$ cat config.mk
export PLATFORM = sky130hd
export DESIGN_NAME = ppf_match
export DESIGN_NICKNAME = d
export VERILOG_FILES = /design/src/hdl/ppf_pkg.sv /design/src/hdl/ppf_match.sv
export SDC_FILE = /design/constraint.sdc
export NUM_CORES = 1
export LEC_CHECK = 0
export BUFFER_PORTS_ARGS = -buffer_cell sky130_fd_sc_hd__buf_4
export CORE_AREA = 2 2 119 121
export CTS_CLUSTER_DIAMETER = 100
export CTS_CLUSTER_SIZE = 12
export DETAILED_ROUTE_END_ITERATION = 12
export DIE_AREA = 0 0 121 123
export PLACE_DENSITY = 0.7
export SETUP_SLACK_MARGIN = 0.3
export SYNTH_ARGS = -nofsm -noshare
export SYNTH_HDL_FRONTEND = slang
export SYNTH_SLANG_ARGS = --single-unit
$ cat constraint.sdc
create_clock -name clock -period 6.8 [get_ports clock]
set_clock_uncertainty 0.15 [all_clocks]
set_input_delay 0.68 -clock clock [delete_from_list [all_inputs] [get_ports clock]]
set_output_delay 0.68 -clock clock [all_outputs]
set_load 0.02 [all_outputs]
$ cat src/hdl/ppf_pkg.sv
`timescale 1ns / 1ps
`default_nettype none

package ppf_pkg;

   localparam int unsigned NUM_PREFIXES_DEF   = 16;
   localparam int unsigned PREFIX_BYTES_DEF   = 64;
   localparam int unsigned MAX_PATH_BYTES_DEF = 255;

   localparam int unsigned EXCL_START_LIMIT = 200;
   localparam int unsigned EXCL_WORD_BYTES  = 5;
   localparam logic [8*EXCL_WORD_BYTES-1:0] EXCL_WORD = 40'h2F_68_64_61_73;
   localparam logic [7:0] SEP_CHAR = 8'h2F;

   typedef enum logic {
      FUNC_LOAD = 1'b0,
      FUNC_PATH = 1'b1
   } func_type;

   typedef struct packed {
      func_type   func;
      logic [3:0] slot;
      logic [5:0] slot_pos;
      logic [7:0] byte_value;
      logic       last;
   } req_type;

   typedef struct packed {
      logic report;
      logic prefix_hit;
      logic excluded;
   } rsp_type;

   typedef struct packed {
      logic fire;
      logic take;
      logic last;
   } step_type;

endpackage

`default_nettype wire

$ cat src/hdl/ppf_match.sv
`timescale 1ns / 1ps
`default_nettype none

module ppf_match #(
   parameter int unsigned NUM_PREFIXES   = ppf_pkg::NUM_PREFIXES_DEF,
   parameter int unsigned PREFIX_BYTES   = ppf_pkg::PREFIX_BYTES_DEF,
   parameter int unsigned MAX_PATH_BYTES = ppf_pkg::MAX_PATH_BYTES_DEF,
   localparam int unsigned PW = $clog2(MAX_PATH_BYTES + 1),
   localparam int unsigned RW = 8 * NUM_PREFIXES
) (
   input  wire logic              clock,
   input  wire logic              reset,
   input  wire ppf_pkg::step_type step,
   input  wire logic [7:0]        byte_value,
   input  wire logic [PW-1:0]     pos,
   input  wire logic [PW-1:0]     npos,
   input  wire logic [NUM_PREFIXES-1:0] used,
   input  wire logic [RW-1:0]     row_a,
   input  wire logic [RW-1:0]     row_b,
   output ppf_pkg::rsp_type       rsp
);

   import ppf_pkg::*;

   localparam int unsigned WW = 8 * EXCL_WORD_BYTES;

   logic [NUM_PREFIXES-1:0] sm_ff, sm_in;
   logic [NUM_PREFIXES-1:0] pd_ff, pd_in;
   logic [WW-1:0]           rb_ff, rb_in;
   logic                    cp_ff, cp_in;
   logic                    ex_ff, ex_in;
   logic                    pos_in_tab;
   logic                    npos_in_tab;
   logic                    ex_fin;
   logic                    hit;

   assign pos_in_tab  = 32'(pos) < PREFIX_BYTES;
   assign npos_in_tab = 32'(npos) < PREFIX_BYTES;

   always_comb begin
      sm_in = sm_ff;
      pd_in = pd_ff;
      rb_in = rb_ff;
      cp_in = cp_ff;
      ex_in = ex_ff;
      if (step.take) begin
         if (byte_value == 8'h00) begin
            if (cp_ff) begin
               ex_in = 1'b1;
            end
         end else begin
            if (pos_in_tab) begin
               for (int i = 0; i < NUM_PREFIXES; i++) begin
                  if (sm_ff[i] && !pd_ff[i]) begin
                     if (row_a[i*8 +: 8] == 8'h00) begin
                        pd_in[i] = 1'b1;
                     end else if (row_a[i*8 +: 8] != byte_value) begin
                        sm_in[i] = 1'b0;
                     end
                  end
               end
            end
            if (cp_ff && byte_value == SEP_CHAR) begin
               ex_in = 1'b1;
            end
            rb_in = {rb_ff[WW-9:0], byte_value};
            cp_in = (rb_in == EXCL_WORD) && (32'(pos) >= EXCL_WORD_BYTES - 1) &&
                    (32'(pos) < EXCL_START_LIMIT + EXCL_WORD_BYTES - 1);
         end
      end
   end

   always_comb begin
      ex_fin = ex_in | cp_in;
      hit    = 1'b0;
      for (int i = 0; i < NUM_PREFIXES; i++) begin
         if (used[i] && sm_in[i] &&
             (pd_in[i] || !npos_in_tab || row_b[i*8 +: 8] == 8'h00)) begin
            hit = 1'b1;
         end
      end
      rsp.report     = hit & ~ex_fin;
      rsp.prefix_hit = hit;
      rsp.excluded   = ex_fin;
   end

   always_ff @(posedge clock) begin
      if (reset) begin
         sm_ff <= '1;
         pd_ff <= '0;
         rb_ff <= '0;
         cp_ff <= 1'b0;
         ex_ff <= 1'b0;
      end else if (step.fire) begin
         if (step.last) begin
            sm_ff <= '1;
            pd_ff <= '0;
            rb_ff <= '0;
            cp_ff <= 1'b0;
            ex_ff <= 1'b0;
         end else begin
            sm_ff <= sm_in;
            pd_ff <= pd_in;
            rb_ff <= rb_in;
            cp_ff <= cp_in;
            ex_ff <= ex_in;
         end
      end
   end

endmodule

`default_nettype wire

==> results of run 1 <==
[cells in the mapped netlist (all sizes together)]
library cell	n	area [um2]
nor2b	1	13.8
nand4	35	219
nand3	24	120
nor3b	1	7.51
nand2b	11	68.8
nor4	69	453
nand2	29	109
o21a	27	203
clkbuf	17	63.8
a22oi	32	240
nand4b	4	35.0
buf	22	169
a2bb2oi	1	8.76
nor2	70	263
o21ai	28	148
o31ai	1	7.51
xnor2	128	1120
nor3	1	5.00
a211o	1	8.76
a21bo	1	16.3
or2	1	6.26
or4	1	11.3
inv	2	7.51
a21boi	1	11.3
nor4b	1	8.76
dfxtp	66	1320
o22ai	10	62.6
a31oi	1	6.26
o2111ai	16	146
a41oi	1	8.76
a21oi	17	85.1
a211oi	16	120
[flip-flops by register name, indices dropped and copies added (netlist names)]
name,count
ex_ff,1
sm_ff,16
cp_ff,1
rb_ff,32
pd_ff,16
[critical path: stages]
cell	delay, ns
buf_4	0.12
nor3b_1	0.38
a21boi_2	0.70
nand2_1	0.15
o2111ai_1	0.26
o2111ai_1	0.20
or4_4	0.60
nor2b_4	0.15
buf_4	0.15
[metrics by stage]
| stage | instances | power, uW | util | instance area (um2) |
|---|---|---|---|---|
| finish | 1091 | 1210 | 0.560 | 7630 |
| global route | 1091 | 1260 | 0.560 | 7630 |
| CTS | 1091 | 1220 | 0.560 | 7630 |
| detailed placement | 1075 | 721 | 0.537 | 7310 |
| global placement | 1075 | 718 | 0.537 | 7310 |
| floorplan | 636 | 546 | - | 5070 |
[cell families (layout without fill, tap and decap cells)]
logic type / after synthesis / after routing
AO/OA/AOI/OAI: 153 / 153
XOR/XNOR: 128 / 128
buffers and inverters: 41 / 316
flip-flops: 66 / 66
AND/OR/NAND/NOR: 248 / 248
[power by group through the flow]
stage | logic [uW] | clock network, uW | registers [uW]
after floorplan | 145 | 0 | 401
after global placement | 316 | 0 | 402
after detailed placement | 319 | 0 | 402
after CTS | 321 | 502 | 393
after global routing | 346 | 519 | 394
final | 320 | 497 | 393
[routing by layer]
metal  up-vias  wire length (um)
li1       2929                 -
met1      2798              8150
met2       249              9950
met3        30              1610
met4         0               357
met5         -                 0
[area by class of cell]
type	instances	area [um2]	share of cell area
Clock buffer	11	243	0.0318
Inverter	2	7.51	0.000984
Tap cell	180	225	0.0295
Multi-Input combinational cell	529	3520	0.461
Clock inverter	5	77.6	0.0102
Timing Repair Buffer	298	2240	0.293
Sequential cell	66	1320	0.173
[cell usage in the layout, fill, tap and decap left out, types with 16 or more instances in the layout]
master and count:
a21oi_1 16, nand2_1 29, buf_4 298, a211oi_1 16, nand3_1 24, nor4_1 67
o21ai_0 20, nand4_1 35, xnor2_1 128, o21a_1 27, nor2_1 70, a22oi_1 32
dfxtp_1 66
[path summary, 6_finish.rpt]
kind / end / cells after the start / slack [ns]
hold reg to reg: pd_ff[13] / 1 / 0.34
hold / removal: pd_ff[13] / 1 / 0.34
setup reg to reg: cp_ff / 7 / 4.92
setup / recovery: rsp[2] / 9 / 2.58
==> reports/results.tsv, run 1 <==
stage	metric	value	unit
synthesis	Post-Synthesis Cells	636	
sta	actual slew at the worst max-slew pin	0.770	ns
sta	Final Hold Viols	0	
worst_setup_path	Worst EP arrival	3.39	ns
hold_path	hold path start	pd_ff[13]	
status	status	completed	
flow_run	Max Cap Violations	0	
synthesis	YS warnings	0	
synthesis	multiplexer share of the synthesized area	0	
sta	fin crit period	4.22	ns
synthesis	post-synthesis cell area	0.00507	mm2
worst_setup_path	Critical Path Start Type	input pin	
route	Routed WL per cell	18.4	um
die	Die Y-Extent	123	um
global_route	busiest grt layer	met2	
cts	clock sink count	66	
place	Final GP Congestion	0.848	
global_route	grt ovf	0	
synthesis	xor/xnor share of the synthesized area	0.221	
route	WL final	20100	um
global_route	largest net degree at the start of global routing	45	
cts	setup bufs post-CTS	0	
sta	max_slew headroom	0.484	
route	vias	6006	
layout	fillers	1303	
sta	fin crit share	0.621	
pwr	worst ir drop on vdd	0.132	mV
cts	Clk pin slew, worst setup/hold paths	0.05	ns
worst_setup_path	Worst setup EP type	output port	
layout	synthesis-to-finish area growth	50.3	%
pwr	sequential share of power	0.325	
sta	Slew Viols, Final	0	
layout	fraction of layout cells with a size suffix above 1	0.356	
global_route	met3 usage	0.0581	
place	detailed placement HPWL	15100	um
layout	nets	1207	
worst_setup_path	critical-path maximum fanout	13	
route	Antenna Nets Post-Route	0	
cts	hold buffer count at cts	0	
sta	Achievable Freq	237	MHz
worst_setup_path	reg2reg start	rb_ff[15]	
global_route	first-pass GRT wire length	30200	um
synthesis	syn nets	937	
synthesis	largest family of logic cells by synthesized area	simple AND/OR/NAND/NOR gates	
synthesis	Simple-Gate Fraction of Synth Area	0.260	
sta	setup ws final	2.58	ns
synthesis	Synth Area in Adders	0	
die	Die W	121	um
sta	TNS Setup	0	ns
synthesis	count of cell types in the netlist	39	
cts	clk_lat worst skew	0.32	ns
sta	minimum hold slack	0.337	ns
place	Placement Setup Slack	2.61	ns
route	DR DRC count	0	
pwr	Internal	902	uW
route	Pre-antenna DRT Iters	5	
global_route	vias in the first global route	5663	
synthesis	Mapped Avg Cell Area	7.98	um2
global_route	met2 GRT Util	0.452	
layout	diode count	0	
cts	cts bufs inserted	9	
pwr	switching share of power	0.255	
die	row cnt	43	
route	First DRT Iteration DRCs	414	
pwr	Comb power frac	0.265	
global_route	met1 usage	0.326	
cts	CTS resizes	0	
sta	final setup fails	0	
die	Core Box Area	0.0136	mm2
hold_path	worst hold path class	flop to flop	
sta	RSZ-0062 raised after global routing	false	
die	Starting Density	0.373	
synthesis	sequential share of the synthesized area	0.260	
worst_setup_path	critical path class	input pin to output port	
worst_setup_path	worst setup path startpoint	pos[6]	
die	die area	0.0149	mm2
cts	CTS root buffer	clkbuf_16	
cts	worst-case clock buffer depth	2	
synthesis	Synth Area in Compound Gates	0.211	
pwr	Psw	309	uW
cts	CTS tree	built	
place	Buffers on Ports	295	
route	vias per inst	5.51	
global_route	gr usage total	0.260	
die	IO Pins	304	
pwr	leakage power	0.00286	uW
worst_setup_path	critical path required time	5.97	ns
pwr	power density over the cells	159	mW/mm2
synthesis	register bit count reported by yosys	66	
pwr	clock network power share	0.410	
global_route	initial antenna violation count	0	
cts	H-tree levels	3	
No activity file was read; power rests on OpenSTA's default activity.
==> run 2: changes to the inputs <==
--- a/config.mk
+++ b/config.mk
@@ -5,13 +5,13 @@
 export SDC_FILE = /design/constraint.sdc
 export NUM_CORES = 1
 export LEC_CHECK = 0
+export ABC_AREA = 1
 export BUFFER_PORTS_ARGS = -buffer_cell sky130_fd_sc_hd__buf_4
-export CORE_AREA = 2 2 119 121
+export CORE_UTILIZATION = 43
 export CTS_CLUSTER_DIAMETER = 100
 export CTS_CLUSTER_SIZE = 12
 export DETAILED_ROUTE_END_ITERATION = 12
-export DIE_AREA = 0 0 121 123
-export PLACE_DENSITY = 0.7
+export PLACE_DENSITY = 0.77
 export SETUP_SLACK_MARGIN = 0.3
 export SYNTH_ARGS = -nofsm -noshare
 export SYNTH_HDL_FRONTEND = slang
==> constraint.sdc (replaced) <==
create_clock -name clock -period 3.55 [get_ports clock]
set_clock_uncertainty 0.15 [all_clocks]
set_input_delay 0.355 -clock clock [delete_from_list [all_inputs] [get_ports clock]]
set_output_delay 0.355 -clock clock [all_outputs]
set_load 0.02 [all_outputs]
==> run 2 against run 1 <==
Critical path depth unchanged. Final area increased by 17%. Area after synthesis increased by 26%. Critical path type unchanged.
==> reports/results.tsv, run 2 <==
stage	metric	value	unit
layout	Reg area	0.00132	mm2
synthesis	count of cell types in the netlist	36	
route	First DRT Iteration DRCs	547	
synthesis	Post-Synthesis Cells	1198	
pwr	Internal	1640	uW
synthesis	Synth Area in Adders	0	
route	vias per inst	4.94	
layout	diode count	0	
global_route	initial antenna violation count	0	
synthesis	syn nets	1499	
worst_setup_path	R2R depth	8	
sta	Slew Viols, Final	0	
cts	H-tree levels	3	
pwr	worst ir drop on vdd	0.263	mV
place	Final GP Congestion	0.939	
synthesis	post-synthesis cell area	0.00639	mm2
synthesis	Post-synth EDFFs	0	
layout	most frequent cells in the layout	nand2_1, buf_4, nor2_1, inv_1, dfxtp_1	
pwr	switching share of power	0.297	
layout	fillers	1479	
layout	area of the multi-input gates	0.00428	mm2
synthesis	Simple-Gate Fraction of Synth Area	0.506	
route	Routed WL per cell	14.1	um
layout	nets	1766	
worst_setup_path	critical path required time	3.04	ns
place	placed inst area	0.00860	mm2
die	Die W	124	um
sta	fin crit share	0.801	
layout	final core utilization	0.612	
route	Antenna Nets Post-Route	0	
layout	Largest regs	rb_ff: 32 flops, pd_ff: 16 flops, sm_ff: 16 flops	
die	Die Y-Extent	124	um
global_route	gr usage total	0.300	
pwr	Comb power frac	0.302	
sta	Final Hold Viols	0	
layout	max reg flops	32	
sta	final setup fails	0	
pwr	leakage power	0.00438	uW
hold_path	WHS Path Cells	4	
route	DR DRC count	0	
layout	fraction of layout cells with a size suffix above 1	0.227	
die	row cnt	44	
sta	minimum hold slack	0.209	ns
sta	TNS Setup	0	ns
worst_setup_path	critical-path maximum fanout	19	
cts	Clk pin slew, worst setup/hold paths	0.05	ns
sta	max_slew headroom	0.486	
cts	worst-case clock buffer depth	2	
synthesis	YS warnings	0	
die	Starting Density	0.440	
die	die area	0.0154	mm2
layout	synthesis-to-finish area growth	39.2	%
sta	RSZ-0062 raised after global routing	false	
synthesis	top cell type's share of synthesized area	0.256	
cts	hold buffer count at cts	0	
layout	commonest non-fill, non-tap cell in the layout	nand2_1	
die	Core Box Area	0.0145	mm2
layout	design area	0.00890	mm2
cts	cts bufs inserted	9	
sta	Achievable Freq	352	MHz
synthesis	Synth Area in Compound Gates	0.0857	
synthesis	sequential share of the synthesized area	0.207	
flow_run	Max Cap Violations	0	
synthesis	Mapped Avg Cell Area	5.34	um2
synthesis	area leader, netlist	nand2_1	
status	status	completed	
synthesis	largest family of logic cells by synthesized area	simple AND/OR/NAND/NOR gates	
synthesis	Commonest cells post-synth	nand2_1, nor2_1, inv_1, dfxtp_1, xnor2_1	
synthesis	multiplexer share of the synthesized area	0	
pwr	power density over the cells	263	mW/mm2
global_route	vias in the first global route	7219	
hold_path	worst hold path class	input pin to flop	
layout	Reg with most FFs	rb_ff	
synthesis	register bit count reported by yosys	66	
worst_setup_path	Worst EP arrival	2.34	ns
cts	setup bufs post-CTS	0	
cts	CTS tree	built	
synthesis	top post-synthesis cells by area	nand2_1, dfxtp_1, nor2_1	
pwr	clock network power share	0.376	
sta	actual slew at the worst max-slew pin	0.769	ns
synthesis	top_reg_cell synth	dfxtp_1	
global_route	first-pass GRT wire length	35300	um
cts	clock sink count	66	
place	detailed placement HPWL	18300	um
pwr	Psw	693	uW
synthesis	xor/xnor share of the synthesized area	0.0781	
route	Pre-antenna DRT Iters	5	
place	Buffers on Ports	295	
synthesis	Async S/R FF share, synth	0	
cts	CTS resizes	0	
cts	CTS root buffer	clkbuf_16	
worst_setup_path	critical path class	input pin to output port	
sta	fin crit period	2.84	ns
route	vias	8177	
die	IO Pins	304	
synthesis	top-count cell post-synth	nand2_1	
pwr	sequential share of power	0.322	
route	WL final	23300	um
worst_setup_path	Worst setup EP type	output port	
cts	clk_lat worst skew	0.33	ns
global_route	grt ovf	0	
worst_setup_path	Critical Path Start Type	input pin	
global_route	largest net degree at the start of global routing	52	
-- run 2: cell types whose count changed after synthesis, sizes merged, moves of 15 or more --
cell / before / now
nor2: 70 / 287
inv: 2 / 131
xnor2: 128 / 49
a211oi: 16 / 1
a22oi: 32 / 0
a221oi: 0 / 16
nand2: 29 / 438
o21a: 27 / 0
o2111ai: 16 / 0
a21oi: 17 / 42
nor4: 69 / 6
-- run 2: power groups by stage --
stage	sequential [uW]	combinational (uW)	clock [uW]
5_1_grt	752	781	918
2_1_floorplan	766	350	0
4_1_cts	751	702	887
6_report	752	705	879
3_3_place_gp	767	690	0
3_5_place_dp	768	700	0
-- run 2: kinds of logic after synthesis --
family                    after synthesis
AOI/OAI and AO/OA                      89
and+or+nand+nor                       807
DFF                                    66
xor gates and xnor gates               57
buffers and inverters                 179
-- run 2: area by class of cell --
cell class,instances,area share
clock buffers,9,0.0253
clock inverters,7,0.00787
inverters,132,0.0557
multi-input cells,953,0.481
flip-flops and latches,66,0.148
well taps,184,0.0259
repair buffers,303,0.256
-- run 2: metal layers --
| layer | up-vias | routed length, um | share of wire | track usage |
|---|---|---|---|---|
| li1 | 4221 | - | - | - |
| met1 | 3601 | 9330 | 0.40 | 0.370 |
| met2 | 304 | 11400 | 0.49 | 0.508 |
| met3 | 51 | 1640 | 0.070 | 0.0568 |
| met4 | 0 | 901 | 0.039 | 0.127 |
| met5 | - | 0 | 0 | 0 |
-- run 2: final timing paths --
check	from	slack, ns	endpoint
worst max register to register	rb_ff[29]	1.81	cp_ff
worst min-delay path	step[0]	0.21	cp_ff
worst max-delay path	byte_value[4]	0.71	rsp[2]
worst min register to register	rb_ff[29]	0.31	rb_ff[29]
-- run 2: through the flow --
stage	std cells	setup WS, ns	total power, uW
after floorplan	1198	1.34	1120
after global placement	1638	0.736	1460
after detailed placement	1638	0.708	1470
after CTS	1654	0.699	2340
after global routing	1654	0.489	2450
final	1654	0.706	2340
-- run 2: worst max-delay path: stages --
cell and delay, ns:
buf_4 0.30, inv_1 0.23, nor4_1 0.53, nand3_1 0.15, nor3_1 0.20, nand2_1 0.12, o211ai_1 0.17, nor2_1 0.09
buf_4 0.17
==> run 3: changes to the inputs <==
--- a/config.mk
+++ b/config.mk
@@ -5,13 +5,14 @@
 export SDC_FILE = /design/constraint.sdc
 export NUM_CORES = 1
 export LEC_CHECK = 0
-export ABC_AREA = 1
+export ABC_AREA = 0
 export BUFFER_PORTS_ARGS = -buffer_cell sky130_fd_sc_hd__buf_4
-export CORE_UTILIZATION = 43
+export CORE_AREA = 2 2 120 122
 export CTS_CLUSTER_DIAMETER = 100
 export CTS_CLUSTER_SIZE = 12
 export DETAILED_ROUTE_END_ITERATION = 12
-export PLACE_DENSITY = 0.77
+export DIE_AREA = 0 0 122 124
+export PLACE_DENSITY = 0.71
 export SETUP_SLACK_MARGIN = 0.3
 export SYNTH_ARGS = -nofsm -noshare
 export SYNTH_HDL_FRONTEND = slang
==> constraint.sdc (replaced) <==
create_clock -name clock -period 2.54 [get_ports clock]
set_clock_uncertainty 0.15 [all_clocks]
set_input_delay 0.254 -clock clock [delete_from_list [all_inputs] [get_ports clock]]
set_output_delay 0.254 -clock clock [all_outputs]
set_load 0.02 [all_outputs]
==> run 3 against run 2 <==
The run now ends with negative setup slack left. Via count shrank 23%. Critical endpoint unchanged. Clock power is 77% higher. Cell count decreased by 31%. Sequential power is 40% higher. Register-to-register slack worse by 1.1 ns. Sequential cell count is the same. Power grew 52%. Non-clock buffer count increased by 40. Worst hold slack got worse by 0.018 ns. Critical path type unchanged. Final area fell by 6.9%. Sequential share of layout area rose by 1.1 points.
==> reports/results.tsv, run 3 (synthesis results as in run 1) <==
stage	metric	value	unit
sta	actual slew at the worst max-slew pin	0.582	ns
pwr	clock network power share	0.437	
place	placed inst area	0.00770	mm2
place	Buffers on Ports	295	
layout	Largest regs	rb_ff: 32 flops, pd_ff: 16 flops, sm_ff: 16 flops	
layout	commonest non-fill, non-tap cell in the layout	buf_4	
global_route	first-pass GRT wire length	31900	um
global_route	gr usage total	0.273	
worst_setup_path	CP max stage cell	or4_4	
layout	Reg with most FFs	rb_ff	
cts	Clk pin slew, worst setup/hold paths	0.05	ns
layout	diode count	0	
place	Final GP Congestion	0.946	
flow_run	Max Cap Violations	0	
cts	cts bufs inserted	9	
global_route	largest net degree at the start of global routing	45	
die	Die W	122	um
sta	setup ws final	-0.218	ns
sta	max_slew headroom	0.609	
status	status	complete, but fails checks	
layout	design area	0.00829	mm2
route	vias	6257	
place	Placed Instances	1115	
die	die area	0.0151	mm2
pwr	sequential share of power	0.296	
worst_setup_path	CP bufs+invs	4	
die	row cnt	43	
worst_setup_path	Critical Path Start Type	input pin	
pwr	Internal	2680	uW
layout	max reg flops	32	
route	First DRT Iteration DRCs	447	
route	Routed WL per cell	18.7	um
cts	hold buffer count at cts	0	
worst_setup_path	Slowest Stage Delay on Critical Path	0.57	ns
route	DR DRC count	0	
worst_setup_path	critical path's most frequent cell	o2111ai_2	
worst_setup_path	Worst EP arrival	2.35	ns
worst_setup_path	delay-heaviest family, CP	simple AND/OR/NAND/NOR gates	
route	vias per inst	5.51	
worst_setup_path	critical-path maximum fanout	6	
die	Core Box Area	0.0137	mm2
global_route	grt ovf	0	
die	Starting Density	0.370	
sta	final setup fails	2	
cts	worst-case clock buffer depth	2	
pwr	worst ir drop on vdd	0.367	mV
pwr	leakage power	0.00318	uW
route	Pre-antenna DRT Iters	5	
cts	CTS root buffer	clkbuf_16	
sta	Slew Viols, Final	0	
pwr	Comb power frac	0.267	
hold_path	worst hold path class	input pin to flop	
sta	fin crit period	2.76	ns
layout	Layout Cells excl Fill	1136	
sta	RSZ-0062 raised after global routing	true	
sta	Final Hold Viols	0	
worst_setup_path	critical path required time	2.14	ns
sta	Achievable Freq	363	MHz
die	IO Pins	304	
sta	fin crit share	1.09	
cts	clock sink count	66	
place	detailed placement HPWL	16800	um
layout	synthesis-to-finish area growth	63.3	%
pwr	Psw	875	uW
layout	most frequent cells in the layout	buf_4, xnor2_1, nor2_1, nor4_1, dfxtp_1	
die	Die Y-Extent	124	um
pwr	switching share of power	0.246	
cts	clk_lat worst skew	0.34	ns
worst_setup_path	critical path class	input pin to output port	
worst_setup_path	Worst setup EP type	output port	
status	violated checks	negative setup slack	
route	Antenna Nets Post-Route	0	
layout	nets	1252	
layout	fraction of layout cells with a size suffix above 1	0.404	
cts	H-tree levels	3	
global_route	initial antenna violation count	0	
route	WL final	21200	um
cts	CTS tree	built	
global_route	vias in the first global route	6179	
pwr	power density over the cells	429	mW/mm2
worst_setup_path	crit-path cells	buf_8 -> nor3b_2 -> buf_4 -> a21boi_4 -> buf_12 -> nand2_4 -> o2111ai_2 -> o2111ai_2 -> or4_4 -> nor2b_4 -> buf_6	
## run 3: cell types whose count changed in the layout (fill, tap and decap cells not counted), sizes merged, moves of 40 or more
| cell | before | now |
|---|---|---|
| nand2 | 438 | 29 |
| xnor2 | 49 | 128 |
| nor2 | 287 | 70 |
| nor4 | 6 | 69 |
| inv | 131 | 2 |
| buf | 303 | 343 |
## run 3: routing by layer
layer / share of wire / track usage / vias up
met5: 0 / 0 / -
met4: 0.023 / 0.0833 / 0
met3: 0.081 / 0.0572 / 33
met2: 0.52 / 0.499 / 255
met1: 0.38 / 0.320 / 2951
li1: - / - / 3018
## run 3: layout make-up
class / instances / area (um2)
fillers: 1249 / 5430
clock buffers: 10 / 239
inverters: 2 / 7.51
flip-flops and latches: 66 / 1320
clock inverters: 6 / 138
well taps: 180 / 225
repair buffers: 343 / 2720
multi-input cells: 529 / 3640
## run 3: worst min-delay path: cells and delay by family
family	cells	cell delay (ns)
AOI/OAI and AO/OA	1	0.12
buffers and inverters	1	0.21
and+or+nand+nor	1	0.06
## run 3: repair_timing
action | in CTS | in global routing
setup buffers | 2 | 2
pin swaps | 12 | 7
endpoints found under the setup margin | 3 | 3
cloned | 1 | 0
endpoints found under the hold margin | 0 | 0
resized for setup | 23 | 8
## run 3: metrics by stage
step	utilization	TNS [ns]	setup slack (ns)	hold WS, ns	total power, uW
finish	0.604	-0.355	-0.218	0.191	3560
global route	0.604	-0.457	-0.271	0.199	3690
CTS	0.600	-0.328	-0.204	0.183	3570
detailed placement	0.561	-0.551	-0.328	0.327	1990
global placement	0.561	-0.409	-0.257	0.326	1980
floorplan	-	0	0.153	0.253	1460
## run 3: worst paths after layout
| kind | cells past startpoint | slack, ns | from | end |
|---|---|---|---|---|
| min | 3 | 0.19 | step[2] | sm_ff[7] |
| min reg2reg | 2 | 0.33 | sm_ff[8] | sm_ff[8] |
| max reg2reg | 8 | 0.67 | rb_ff[18] | cp_ff |
| max | 11 | -0.22 | pos[6] | rsp[2] |
## run 3: power groups by stage
stage          registers (uW)  logic (uW)  clock network (uW)
4_1_cts                  1050         943                1570
3_3_place_gp             1080         907                   0
5_1_grt                  1050        1020                1610
3_5_place_dp             1070         917                   0
2_1_floorplan            1070         391                   0
6_report                 1050         949                1560
